## config.mk

```make
export PLATFORM = sky130hd
export DESIGN_NAME = dfs_topological_sort
export DESIGN_NICKNAME = d
export VERILOG_FILES = /design/src/rtl/dts_pkg.sv /design/src/rtl/dts_ram.sv /design/src/rtl/dts_walk.sv /design/src/rtl/dts_emit.sv /design/src/rtl/dfs_topological_sort.sv
export SDC_FILE = /design/constraint.sdc
export NUM_CORES = 2
export LEC_CHECK = 0
export ABC_AREA = 1
export BUFFER_PORTS_ARGS = -buffer_cell sky130_fd_sc_hd__buf_4
export CORE_ASPECT_RATIO = 1.75
export CORE_MARGIN = 1.5
export CORE_UTILIZATION = 50
export CTS_BUF_LIST = sky130_fd_sc_hd__clkbuf_2
export DETAILED_ROUTE_END_ITERATION = 8
export PLACE_DENSITY_LB_ADDON = 0.08
export REMOVE_ABC_BUFFERS = 1
export SYNTH_ARGS = -nofsm -noshare
export SYNTH_HDL_FRONTEND = slang
export SYNTH_SLANG_ARGS = --single-unit
```

## constraint.sdc

```tcl
create_clock -name i_clk -period 6.4 [get_ports i_clk]
set_clock_uncertainty 0.1 [all_clocks]
set_input_delay 0.64 -clock i_clk [delete_from_list [all_inputs] [get_ports i_clk]]
set_output_delay 0.64 -clock i_clk [all_outputs]
set_load 0.03 [all_outputs]
```

## src/rtl/dts_pkg.sv

```systemverilog
// Package for the depth-first topological sort block: item types, command
// codes, sequencer states and parameter defaults. No dependencies.
package dts_pkg;

    localparam int NUM_VERTICES_DEF = 16;
    localparam int MAX_DEGREE_DEF   = 16;

    localparam logic [1:0] MODE_CLEAR = 2'd0;
    localparam logic [1:0] MODE_ADD   = 2'd1;
    localparam logic [1:0] MODE_SORT  = 2'd2;

    typedef struct packed {
        logic [1:0] mode;
        logic [3:0] from_vertex;
        logic [3:0] to_vertex;
    } t_cmd;

    typedef struct packed {
        logic [3:0] vertex;
        logic       last;
        logic       edges_dropped;
    } t_result;

    // Control from the walk sequencer to the output stage.
    typedef struct packed {
        logic go;
        logic drop;
        logic fin_we;
    } t_walk_emit;

    typedef enum logic [6:0] {
        S_IDLE  = 7'b0000001,
        S_ADD   = 7'b0000010,
        S_DEG   = 7'b0000100,
        S_STEP  = 7'b0001000,
        S_EDGE  = 7'b0010000,
        S_POP   = 7'b0100000,
        S_SWEEP = 7'b1000000
    } t_walk_state;

endpackage

```

## src/rtl/dts_ram.sv

```systemverilog
// Generic single-write, single-read RAM with registered read data.
// No dependencies.
module dts_ram #(
    parameter int WIDTH = 8,
    parameter int DEPTH = 16
) (
    input  logic                     i_clk,
    input  logic                     i_we,
    input  logic [$clog2(DEPTH)-1:0] i_waddr,
    input  logic [WIDTH-1:0]         i_wdata,
    input  logic [$clog2(DEPTH)-1:0] i_raddr,
    output logic [WIDTH-1:0]         o_rdata
);

    logic [WIDTH-1:0] r_mem [DEPTH];

    always_ff @(posedge i_clk) begin
        if (i_we) begin
            r_mem[i_waddr] <= i_wdata;
        end
        o_rdata <= r_mem[i_raddr];
    end

endmodule

```

## src/rtl/dts_walk.sv

```systemverilog
// Command sequencer: graph loading and the stack-based depth-first walk.
// Depends on dts_pkg and dts_ram (edge store, degree counts, walk stack).
module dts_walk
    import dts_pkg::*;
#(
    parameter int NUM_VERTICES = NUM_VERTICES_DEF,
    parameter int MAX_DEGREE   = MAX_DEGREE_DEF
) (
    input  logic                            i_clk,
    input  logic                            i_rst_n,
    input  logic                            i_start,
    input  t_cmd                            i_cmd,
    output logic                            o_busy,
    output t_walk_emit                      o_emit,
    output logic [$clog2(NUM_VERTICES)-1:0] o_fin_addr,
    output logic [$clog2(NUM_VERTICES)-1:0] o_fin_data
);

    localparam int VW     = $clog2(NUM_VERTICES);
    localparam int VCW    = $clog2(NUM_VERTICES + 1);
    localparam int DW     = $clog2(MAX_DEGREE + 1);
    localparam int EDEPTH = NUM_VERTICES * MAX_DEGREE;
    localparam int EAW    = $clog2(EDEPTH);
    localparam int FW     = VW + DW;

    t_walk_state            r_state, n_state;
    logic [NUM_VERTICES-1:0] r_deg_vld, n_deg_vld;
    logic [NUM_VERTICES-1:0] r_visited, n_visited;
    logic                   r_drop, n_drop;
    logic [VW-1:0]          r_sp, n_sp;
    logic [VW-1:0]          r_fcount, n_fcount;
    logic [VCW-1:0]         r_j, n_j;
    logic [VW-1:0]          r_cur_v, n_cur_v;
    logic [DW-1:0]          r_cur_idx, n_cur_idx;
    logic [DW-1:0]          r_cur_deg, n_cur_deg;
    logic [VW-1:0]          r_add_v, n_add_v;
    logic [3:0]             r_add_w, n_add_w;
    logic                   r_deg_rd_vld;

    logic                   from_ok, to_ok;
    logic [DW-1:0]          deg_rdata, deg_eff;
    logic [VW-1:0]          deg_raddr;
    logic                   deg_we;
    logic [3:0]             edge_rdata;
    logic                   edge_we;
    logic [EAW-1:0]         edge_waddr, edge_raddr;
    logic [FW-1:0]          walk_rdata;
    logic                   walk_we;
    logic                   begin_v;
    logic [VW-1:0]          begin_vtx;
    logic [VW-1:0]          edge_w;
    logic                   emit_go, fin_we;

    assign from_ok = (7'(i_cmd.from_vertex) < 7'(NUM_VERTICES));
    assign to_ok   = (7'(i_cmd.to_vertex) < 7'(NUM_VERTICES));
    // A degree entry not written since the last clear reads as zero.
    assign deg_eff = r_deg_rd_vld ? deg_rdata : '0;
    assign edge_w  = VW'(edge_rdata);

    assign edge_raddr = EAW'(r_cur_v) * EAW'(MAX_DEGREE) + EAW'(r_cur_idx);
    assign edge_waddr = EAW'(r_add_v) * EAW'(MAX_DEGREE) + EAW'(deg_eff);

    dts_ram #(.WIDTH(DW), .DEPTH(NUM_VERTICES)) u_deg_ram (
        .i_clk   (i_clk),
        .i_we    (deg_we),
        .i_waddr (r_add_v),
        .i_wdata (deg_eff + DW'(1)),
        .i_raddr (deg_raddr),
        .o_rdata (deg_rdata)
    );

    dts_ram #(.WIDTH(4), .DEPTH(EDEPTH)) u_edge_ram (
        .i_clk   (i_clk),
        .i_we    (edge_we),
        .i_waddr (edge_waddr),
        .i_wdata (r_add_w),
        .i_raddr (edge_raddr),
        .o_rdata (edge_rdata)
    );

    dts_ram #(.WIDTH(FW), .DEPTH(NUM_VERTICES)) u_walk_ram (
        .i_clk   (i_clk),
        .i_we    (walk_we),
        .i_waddr (r_sp),
        .i_wdata ({r_cur_v, r_cur_idx}),
        .i_raddr (r_sp - 1'b1),
        .o_rdata (walk_rdata)
    );

    always_comb begin
        n_state   = r_state;
        n_deg_vld = r_deg_vld;
        n_visited = r_visited;
        n_drop    = r_drop;
        n_sp      = r_sp;
        n_fcount  = r_fcount;
        n_j       = r_j;
        n_cur_v   = r_cur_v;
        n_cur_idx = r_cur_idx;
        n_cur_deg = r_cur_deg;
        n_add_v   = r_add_v;
        n_add_w   = r_add_w;
        deg_raddr = r_cur_v;
        deg_we    = 1'b0;
        edge_we   = 1'b0;
        walk_we   = 1'b0;
        begin_v   = 1'b0;
        begin_vtx = r_cur_v;
        emit_go   = 1'b0;
        fin_we    = 1'b0;

        case (r_state)
            S_IDLE: begin
                if (i_start) begin
                    case (i_cmd.mode)
                        MODE_CLEAR: begin
                            n_deg_vld = '0;
                            n_drop    = 1'b0;
                        end
                        MODE_ADD: begin
                            if (from_ok && to_ok) begin
                                n_add_v   = VW'(i_cmd.from_vertex);
                                n_add_w   = i_cmd.to_vertex;
                                deg_raddr = VW'(i_cmd.from_vertex);
                                n_state   = S_ADD;
                            end else begin
                                n_drop = 1'b1;
                            end
                        end
                        MODE_SORT: begin
                            n_visited = '0;
                            n_fcount  = '0;
                            n_j       = '0;
                            n_sp      = '0;
                            if (from_ok) begin
                                begin_v   = 1'b1;
                                begin_vtx = VW'(i_cmd.from_vertex);
                            end else begin
                                n_state = S_SWEEP;
                            end
                        end
                        default: begin
                        end
                    endcase
                end
            end
            S_ADD: begin
                if (deg_eff >= DW'(MAX_DEGREE)) begin
                    n_drop = 1'b1;
                end else begin
                    edge_we            = 1'b1;
                    deg_we             = 1'b1;
                    n_deg_vld[r_add_v] = 1'b1;
                end
                n_state = S_IDLE;
            end
            S_DEG: begin
                n_cur_deg = deg_eff;
                n_state   = S_STEP;
            end
            S_STEP: begin
                // The shared compare: is there another edge left on the top vertex?
                if (r_cur_idx < r_cur_deg) begin
                    n_cur_idx = r_cur_idx + 1'b1;
                    n_state   = S_EDGE;
                end else begin
                    fin_we   = 1'b1;
                    n_fcount = r_fcount + 1'b1;
                    if (r_sp == '0) begin
                        n_state = S_SWEEP;
                    end else begin
                        n_sp    = r_sp - 1'b1;
                        n_state = S_POP;
                    end
                end
            end
            S_EDGE: begin
                if (!r_visited[edge_w]) begin
                    walk_we   = 1'b1;
                    n_sp      = r_sp + 1'b1;
                    begin_v   = 1'b1;
                    begin_vtx = edge_w;
                end else begin
                    n_state = S_STEP;
                end
            end
            S_POP: begin
                n_cur_v   = walk_rdata[FW-1:DW];
                n_cur_idx = walk_rdata[DW-1:0];
                deg_raddr = walk_rdata[FW-1:DW];
                n_state   = S_DEG;
            end
            S_SWEEP: begin
                if (r_j == VCW'(NUM_VERTICES)) begin
                    emit_go = 1'b1;
                    n_state = S_IDLE;
                end else begin
                    n_j = r_j + 1'b1;
                    if (!r_visited[r_j[VW-1:0]]) begin
                        begin_v   = 1'b1;
                        begin_vtx = r_j[VW-1:0];
                    end
                end
            end
            default: begin
                n_state = S_IDLE;
            end
        endcase

        // Opening a vertex: mark it, make it the top frame, fetch its degree.
        if (begin_v) begin
            n_visited[begin_vtx] = 1'b1;
            n_cur_v              = begin_vtx;
            n_cur_idx            = '0;
            deg_raddr            = begin_vtx;
            n_state              = S_DEG;
        end
    end

    always_ff @(posedge i_clk) begin
        if (!i_rst_n) begin
            r_state   <= S_IDLE;
            r_deg_vld <= '0;
            r_visited <= '0;
            r_drop    <= 1'b0;
            r_sp      <= '0;
            r_fcount  <= '0;
            r_j       <= '0;
        end else begin
            r_state   <= n_state;
            r_deg_vld <= n_deg_vld;
            r_visited <= n_visited;
            r_drop    <= n_drop;
            r_sp      <= n_sp;
            r_fcount  <= n_fcount;
            r_j       <= n_j;
        end
        r_cur_v      <= n_cur_v;
        r_cur_idx    <= n_cur_idx;
        r_cur_deg    <= n_cur_deg;
        r_add_v      <= n_add_v;
        r_add_w      <= n_add_w;
        r_deg_rd_vld <= r_deg_vld[deg_raddr];
    end

    assign o_busy      = (r_state != S_IDLE);
    assign o_emit.go   = emit_go;
    assign o_emit.drop = r_drop;
    assign o_emit.fin_we = fin_we;
    assign o_fin_addr  = r_fcount;
    assign o_fin_data  = r_cur_v;

endmodule

```

## src/rtl/dts_emit.sv

```systemverilog
// Output stage: holds the finish order and plays it back newest first.
// Depends on dts_pkg and dts_ram (finish stack).
module dts_emit
    import dts_pkg::*;
#(
    parameter int NUM_VERTICES = NUM_VERTICES_DEF
) (
    input  logic                            i_clk,
    input  logic                            i_rst_n,
    input  t_walk_emit                      i_ctl,
    input  logic [$clog2(NUM_VERTICES)-1:0] i_fin_addr,
    input  logic [$clog2(NUM_VERTICES)-1:0] i_fin_data,
    output logic                            o_busy,
    output logic                            o_strobe,
    output t_result                         o_result
);

    localparam int VW = $clog2(NUM_VERTICES);

    logic          r_act;
    logic [VW-1:0] r_addr;
    logic          r_pend;
    logic          r_pend_last;
    logic          r_drop;
    logic [VW-1:0] fin_rdata;

    dts_ram #(.WIDTH(VW), .DEPTH(NUM_VERTICES)) u_fin_ram (
        .i_clk   (i_clk),
        .i_we    (i_ctl.fin_we),
        .i_waddr (i_fin_addr),
        .i_wdata (i_fin_data),
        .i_raddr (r_addr),
        .o_rdata (fin_rdata)
    );

    // Every vertex finishes exactly once, so the stack is always full here.
    always_ff @(posedge i_clk) begin
        if (!i_rst_n) begin
            r_act  <= 1'b0;
            r_pend <= 1'b0;
        end else begin
            r_pend <= r_act;
            if (i_ctl.go) begin
                r_act <= 1'b1;
            end else if (r_act && r_addr == '0) begin
                r_act <= 1'b0;
            end
        end
        if (i_ctl.go) begin
            r_addr <= VW'(NUM_VERTICES - 1);
            r_drop <= i_ctl.drop;
        end else if (r_act) begin
            r_addr <= r_addr - 1'b1;
        end
        r_pend_last <= r_act && (r_addr == '0);
    end

    assign o_busy                 = r_act | r_pend;
    assign o_strobe               = r_pend;
    assign o_result.vertex        = 4'(fin_rdata);
    assign o_result.last          = r_pend_last;
    assign o_result.edges_dropped = r_pend_last & r_drop;

endmodule

```

## src/rtl/dfs_topological_sort.sv

```systemverilog
// Depth-first topological sort over a stored directed graph.
//
// Commands come in on i_cmd and are taken when start is high and busy is low.
// A clear resets all edge counts and the dropped-edge flag. An add appends the
// edge to the tail vertex's list; an edge naming a vertex out of range, or
// landing on a full list, is dropped and sets the flag. A sort walks the graph
// from the given source if it is in range, then from every unvisited vertex in
// ascending order, with a stack kept in RAM, and then plays back all NUM_VERTICES
// vertices in reverse finish order: one item per cycle on o_result, marked by
// o_strobe, the final one with last set and carrying the dropped-edge flag.
// busy stays high until the last item has been shown.
// While a sort holds busy, each edge costs a compare and an edge fetch, each
// vertex a degree read and a finish step, and each non-root vertex also a stack
// pop and a degree re-read of its parent; a sweep over all vertex numbers and
// the output playback follow, all paced by the registered RAM reads.
// Reset empties the graph and clears the flag. The receiver cannot stall;
// results are never held back.
// Depends on dts_pkg, dts_walk and dts_emit.
module dfs_topological_sort
    import dts_pkg::*;
#(
    parameter int NUM_VERTICES = NUM_VERTICES_DEF,
    parameter int MAX_DEGREE   = MAX_DEGREE_DEF
) (
    input  logic    i_clk,
    input  logic    i_rst_n,
    input  logic    start,
    output logic    busy,
    input  t_cmd    i_cmd,
    output logic    o_strobe,
    output t_result o_result
);

    localparam int VW = $clog2(NUM_VERTICES);

    logic          walk_busy;
    logic          emit_busy;
    logic          accept;
    t_walk_emit    walk_emit;
    logic [VW-1:0] fin_addr;
    logic [VW-1:0] fin_data;

    assign accept = start & ~busy;
    assign busy   = walk_busy | emit_busy;

    dts_walk #(
        .NUM_VERTICES (NUM_VERTICES),
        .MAX_DEGREE   (MAX_DEGREE)
    ) u_walk (
        .i_clk      (i_clk),
        .i_rst_n    (i_rst_n),
        .i_start    (accept),
        .i_cmd      (i_cmd),
        .o_busy     (walk_busy),
        .o_emit     (walk_emit),
        .o_fin_addr (fin_addr),
        .o_fin_data (fin_data)
    );

    dts_emit #(
        .NUM_VERTICES (NUM_VERTICES)
    ) u_emit (
        .i_clk      (i_clk),
        .i_rst_n    (i_rst_n),
        .i_ctl      (walk_emit),
        .i_fin_addr (fin_addr),
        .i_fin_data (fin_data),
        .o_busy     (emit_busy),
        .o_strobe   (o_strobe),
        .o_result   (o_result)
    );

endmodule

```

; ---- Word level (Yosys, flattened, before mapping)
; Memory sizes are Yosys's and may differ from the RTL's. A register that Yosys moved wholly into a read port is not among the register bits.
; Cells that the tools add are included.
[op_classes]
addsub = 9
n_mul = 0
n_div = 0
order_cmp = 9
eq_ne = 28
shifts = 0
muxes = 78
n_bitwise = 8
n_reduce_logical = 23
[op_table]
columns = cell, n
row1 = $mux 16, 7
row2 = $mux 4, 16
row3 = $mux 7, 6
row4 = $pmux 7 s6, 1
row5 = $or 16x16->16, 2
row6 = $pmux 16 s2, 1
row7 = $mux 1, 28
row8 = $lt 4x5->1 const B, 5
row9 = $mux 5, 5
row10 = $pmux 4 s3, 2
row11 = $reduce_and 4->1, 6
row12 = $pmux 5 s2, 2
row13 = $ne 2x2->1 const B, 9
row14 = $add 8x5->8, 2
row15 = $pmux 4 s2, 2
row16 = $add 5x1->5 const B, 3
row17 = $bmux 1 s4, 3
row18 = $reduce_bool 2->1, 6
row19 = $add 4x1->4 const B, 2
row20 = $demux 1 s4, 2
row21 = $ge 4x1->1 const B, 2
row22 = $logic_not 4->1, 2
row23 = $ne 2x1->1 const B, 4
row24 = $sub 4x1->4 const B, 2
row25 = other kinds (28), 35
[word_totals]
reg_bits = 84
latchBits = 0
ram_bits = 1312
romBits = 0
input_bits = 13
output_inout_bits = 8
wordCells = 178
n_memories = 4
[memory_table]
columns = memory, words, word_bits, read_ports, rd_clocked_by_memory_dff, write_ports, line
row1 = u_walk.u_edge_ram.r_mem, 256, 4, 1, 1, 1, dts_ram.sv:15  ; logic [WIDTH-1:0] r_mem [DEPTH];
row2 = u_walk.u_walk_ram.r_mem, 16, 9, 1, 1, 1, dts_ram.sv:15
row3 = u_walk.u_deg_ram.r_mem, 16, 5, 1, 1, 1, dts_ram.sv:15
row4 = u_emit.u_fin_ram.r_mem, 16, 4, 1, 1, 1, dts_ram.sv:15

; ---- Longest topological paths before layout
[depth]
ltp_word = 12
depth_mapped = 21

; ---- Modules after synthesis
; A second synthesis with hierarchy kept.
[unflattened]
cells_unflattened = 5657
hier_area_um2 = 60969.7
[modules_own_cells]
columns = mod, instances, cells_per_inst, area_per_inst_um2, seq_area_each_um2
row1 = dts_ram at u_walk.u_edge_ram, 1, 3720, 42824.8, 30829.6
row2 = dts_ram at u_walk.u_walk_ram, 1, 615, 6502.5, 4504.3
row3 = dts_walk, 1, 631, 4583.1, 1691.6
row4 = dts_ram at u_walk.u_deg_ram, 1, 355, 3733.6, 2502.4
row5 = dts_ram at u_emit.u_fin_ram, 1, 290, 2966.6, 2001.9
row6 = dts_emit, 1, 41, 335.3, 170.2
row7 = dfs_topological_sort, 1, 5, 23.8, 0.0

; ---- Worst setup path after synthesis
; Ideal clock, no wire load.
[synth_timing]
path_kind = register -> register
startpoint = register u_walk.r_add_w[0]
endpoint = memory u_walk.u_edge_ram.r_mem[0][0], data pin
setup_time_ns = 0.817
t_arrival_ns = 3.228
required_ns = 5.483
path_slack_ns = 2.254
path_stages_with_launch = 1
path_buffers = 0
path_cell_list = edfxtp_1
[synth_lines]
columns = item, line
row1 = from (decl), dts_walk.sv:37  ; logic [3:0] r_add_w, n_add_w;
row2 = from (signal assigned), dts_walk.sv:242  ; r_add_w <= n_add_w;
row3 = to (decl), dts_ram.sv:15
; Straight into the memory's write port.

; ---- Worst setup path in the final report
[layout_timing]
startpoint = input port i_cmd[9] in the netlist's numbering
endpoint = register u_walk.u_deg_ram.o_rdata[1], read port of u_walk.u_deg_ram.r_mem
[layout_between]
elab_chain_len = 5
[layout_lines]
columns = item, line
row1 = from (decl), dfs_topological_sort.sv:29  ; input t_cmd i_cmd,
row2 = $eq 2x2->1 or $eq 2x1->1 (tied branches), dts_walk.sv:115  ; case (i_cmd.mode)
row3 = $mux 4 or $mux 1 (tied branches), dts_walk.sv:115
row4 = $mux 4 or $mux 1 (tied branches), dts_walk.sv:114  ; if (i_start) begin
row5 = "$pmux 4 s3, or another cell as far along", dts_walk.sv:112  ; case (r_state)
row6 = $mux 4 (*), dts_walk.sv:211  ; if (begin_v) begin
row7 = to (decl), dts_ram.sv:12  ; output logic [WIDTH-1:0] o_rdata
; Mark *: on every way between the ends. The rest lies on a longest branch, timed or not.
; A chain may end at the register's enable or synchronous reset.

==> qor.yml <==
sta:
  drv_slew: 0
  post-route-period-util: 0.6529
  max_slew.worst_pin.slew_ns: 1.180
  max_slew_margin: 0.2104
  period_needed_ns: 4.179
  final-setup-viol-count: 0
  fmax_ghz: 0.2393
  finalHoldViolCount: 0
  rsz0062_at_grt: "false"
  fin_setup_tns_ns: 0
synth:
  netlist_instances: 4833
  avgSynthCellArea_um2: 12.03
  yosysTopAreaCell: "edfxtp_1"
  synth.area.top_cells: "edfxtp_1 69%, nor2_1 6.5%, o21ai_0 5.4%"
  synth_area_um2: 58160
  ys_seq_elements: 1418
  netlist.area_leader.share: 0.6867
  synth_cell_type_count: 50
  synth_edf_count: 1330
  yosysMostFrequentCell: "edfxtp_1"
  synth-async-reset-ratio: 0
  ys_seq_area_frac: 0.7170
  ys_warn_count: 0
  synth_ff_type: "edfxtp_1"
  yosys-top-cells-count: "1,330 x edfxtp_1, 1,002 x nor2_1, 622 x o21ai_0"
global_routing:
  antenna_found_initial: 3
  grt_usage: 0.2853
  grt_overflow: 0
  grt_pass1_vias: 39798
  grt_max_degree: 222
  grt_pass1_wl_um: 246100
worst_hold_path:
  hold_class: "in -> reg"
place:
  gp_congestion: 0.8853
  hpwl_um: 102600
  place_inst: 6101
  port_buffers: 20
critical_path:
  required_ns: 7.87
  crit_chain: "dlygate4sd3_1 > buf_4 > dlygate4sd3_1 > inv_1 > nor2_1 > dlygate4sd3_1 > o21ai_2 > dlygate4sd3_1 > nor2_1 > nand2_1 > nand2_2 > nand3_2 > nand2_2 > buf_4 > nand2_2 > nand2_1 > nand3_1 > nand3_1 > nand3_1 > nand2_1"
  critical_path_class: "in -> reg"
  arrival_ns: 5.65
  cp_max_fo: 51
  end_kind: "flip-flop"
  startpoint_type: "primary input"
  cpMostUsedCell: "dlygate4sd3_1"
  critical-path-max-stage-delay_ns: 0.66
  cp_slowest_cell: "dlygate4sd3_1"
pwr:
  clkPwrFrac: 0.331
  ir_worst_vdd_v: 0.0001824
  p_leak_nw: 21.02
  p_switching_mw: 4.443
  power_density_nw_per_um2: 272.7
  switching_share: 0.2600
  internal-power_mw: 12.65
  pwr-share-seq: 0.600
  combPwrFrac: 0.069
drt:
  firstDrtPassIters: 6
  first_iter_violations: 3261
  antenna_left: 0
  routed_via_density: 5.912
  routed_wl_um: 169300
  drc: 0
  num_vias: 39540
  post_drt_wl_per_cell_um: 25.32
clock_tree:
  cts_root_buffer: "clkbuf_2"
  htree_num_levels: 5
  cts_sinks: 1418
  numCtsBuffers: 328
  cts_tree: "yes"
  clockBufferDepth: 4
  insertion_delay_ns: 1.68
  clk_pin_slew_ns: 0.10
layout:
  register_area_um2: 41710
  area_delta_synth_final_pct: 7.765
  multi_input_area_um2: 14450
  layout.cells.non_filler: 6688
  fin_nets: 5002
  drive_gt1_frac: 0.1227
  final.fill_count: 10192
die:
  die_h_um: 454.2
  start_util: 0.5039
  ios: 21
  num_rows: 165
  fp.dieArea_um2: 118400
  die_x_um: 260.8
  core_um2: 115400
run_status:
  status: "completed"
run:
  max_cap_viol_count: 0
path summary, 6_finish.rpt:
check	end	slack, ns	startpoint	cells past startpoint
setup reg to reg	u_walk.u_edge_ram.r_mem[225][2]	2.23	u_walk.r_state[5]	10
hold reg to reg	u_emit.r_drop	0.36	u_walk.r_drop	0
hold / removal	u_walk.r_visited[9]	0.27	i_cmd[4]	8
setup / recovery	u_walk.u_deg_ram.o_rdata[1]	2.22	i_cmd[9]	20
stage by stage:
step	utilization	worst slack, ns	power (mW)	instance area (um^2)	hold WS, ns
CTS	0.5429	2.284	17.24	62650	0.03460
detailed placement	0.5155	2.362	11.63	59490	0.3427
global placement	0.5155	2.414	11.62	59490	0.3391
finish	0.5431	2.221	17.09	62670	0.2715
floorplan	-	-13.06	11.09	56790	0.3086
global route	0.5430	2.018	17.75	62670	0.1129
layout make-up:
type	instances	share of cell area
Tap cell	1503	0.03001
Clock inverter	86	0.008285
Inverter	178	0.01098
Antenna cell	9	0.0003594
Sequential cell	1418	0.6656
Multi-Input combinational cell	2914	0.2306
Timing Repair Buffer	123	0.01773
Clock buffer	457	0.03649
worst max-delay path: cells and delay by family:
family / cells / cell delay, ns
compound gates: 1 / 0.07
simple gates: 12 / 1.76
buf+inv: 7 / 3.15
metal layers:
layer | vias up | GRT usage | wire (um)
met1 | 19595 | 0.3106 | 61240
li1 | 18076 | - | -
met5 | - | 0 | 0
met4 | 0 | 0.1628 | 9459
met3 | 460 | 0.04871 | 8411
met2 | 1409 | 0.5186 | 90200
sequential cells by signal, indices dropped and copies added, names as in the netlist, 5 cells and up:
signal	cells
u_walk.u_walk_ram.r_mem	144
u_walk.r_cur_deg	5
u_walk.r_j	5
u_emit.u_fin_ram.r_mem	64
u_walk.r_visited	16
u_walk.r_state	7
u_walk.u_walk_ram.o_rdata	9
u_walk.u_deg_ram.r_mem	80
u_walk.u_edge_ram.r_mem	1024
u_walk.r_deg_vld	16
u_walk.u_deg_ram.o_rdata	5
u_walk.r_cur_idx	5
cell families (layout without fill, tap and decap cells):
| group | after synthesis | in the layout | synth area share |
|---|---|---|---|
| multiplexers | 10 | 10 | 0.001721 |
| AO/OA/AOI/OAI | 1071 | 1071 | 0.1074 |
| other | 0 | 9 | 0 |
| buffers and inverters | 501 | 844 | 0.03507 |
| flip-flops | 1418 | 1418 | 0.7170 |
| AND/OR/NAND/NOR | 1791 | 1791 | 0.1308 |
| adder cells (fa/ha/maj) | 26 | 26 | 0.005594 |
| XOR/XNOR | 16 | 16 | 0.002410 |
power by group through the flow:
stage	Sequential (mW)	Combinational [mW]	Clock (mW)
3_5_place_dp	10.5	1.16	0
5_1_grt	10.3	1.27	6.22
6_report	10.3	1.17	5.66
4_1_cts	10.3	1.18	5.80
2_1_floorplan	10.5	0.609	0
3_3_place_gp	10.5	1.15	0
cell usage in the layout (no fill, tap or decap), drive strengths merged, types with 3 or more instances in the layout:
cell	instances
o32ai	26
o221ai	114
bufinv	7
nor2	1014
a21oi	80
o211ai	41
nor3	25
xnor2	5
diode	9
nand2	345
edfxtp	1330
dlygate4sd3	35
nand4	46
a211oi	4
or2	3
nand3	315
o22ai	169
clkinv	76
mux2i	10
ha	26
clkbuf	457
o21ai	629
dfxtp	88
inv	181
buf	88
xor2	11
nand3b	36
nor3b	4
nor4	3
repair_timing:
item                                   CTS  global route
setup buffers                            0             0
gates resized for setup                  0             0
hold buffers                            35             0
endpoints found under the hold margin   90             0
Power figures use the tool's default switching activity.
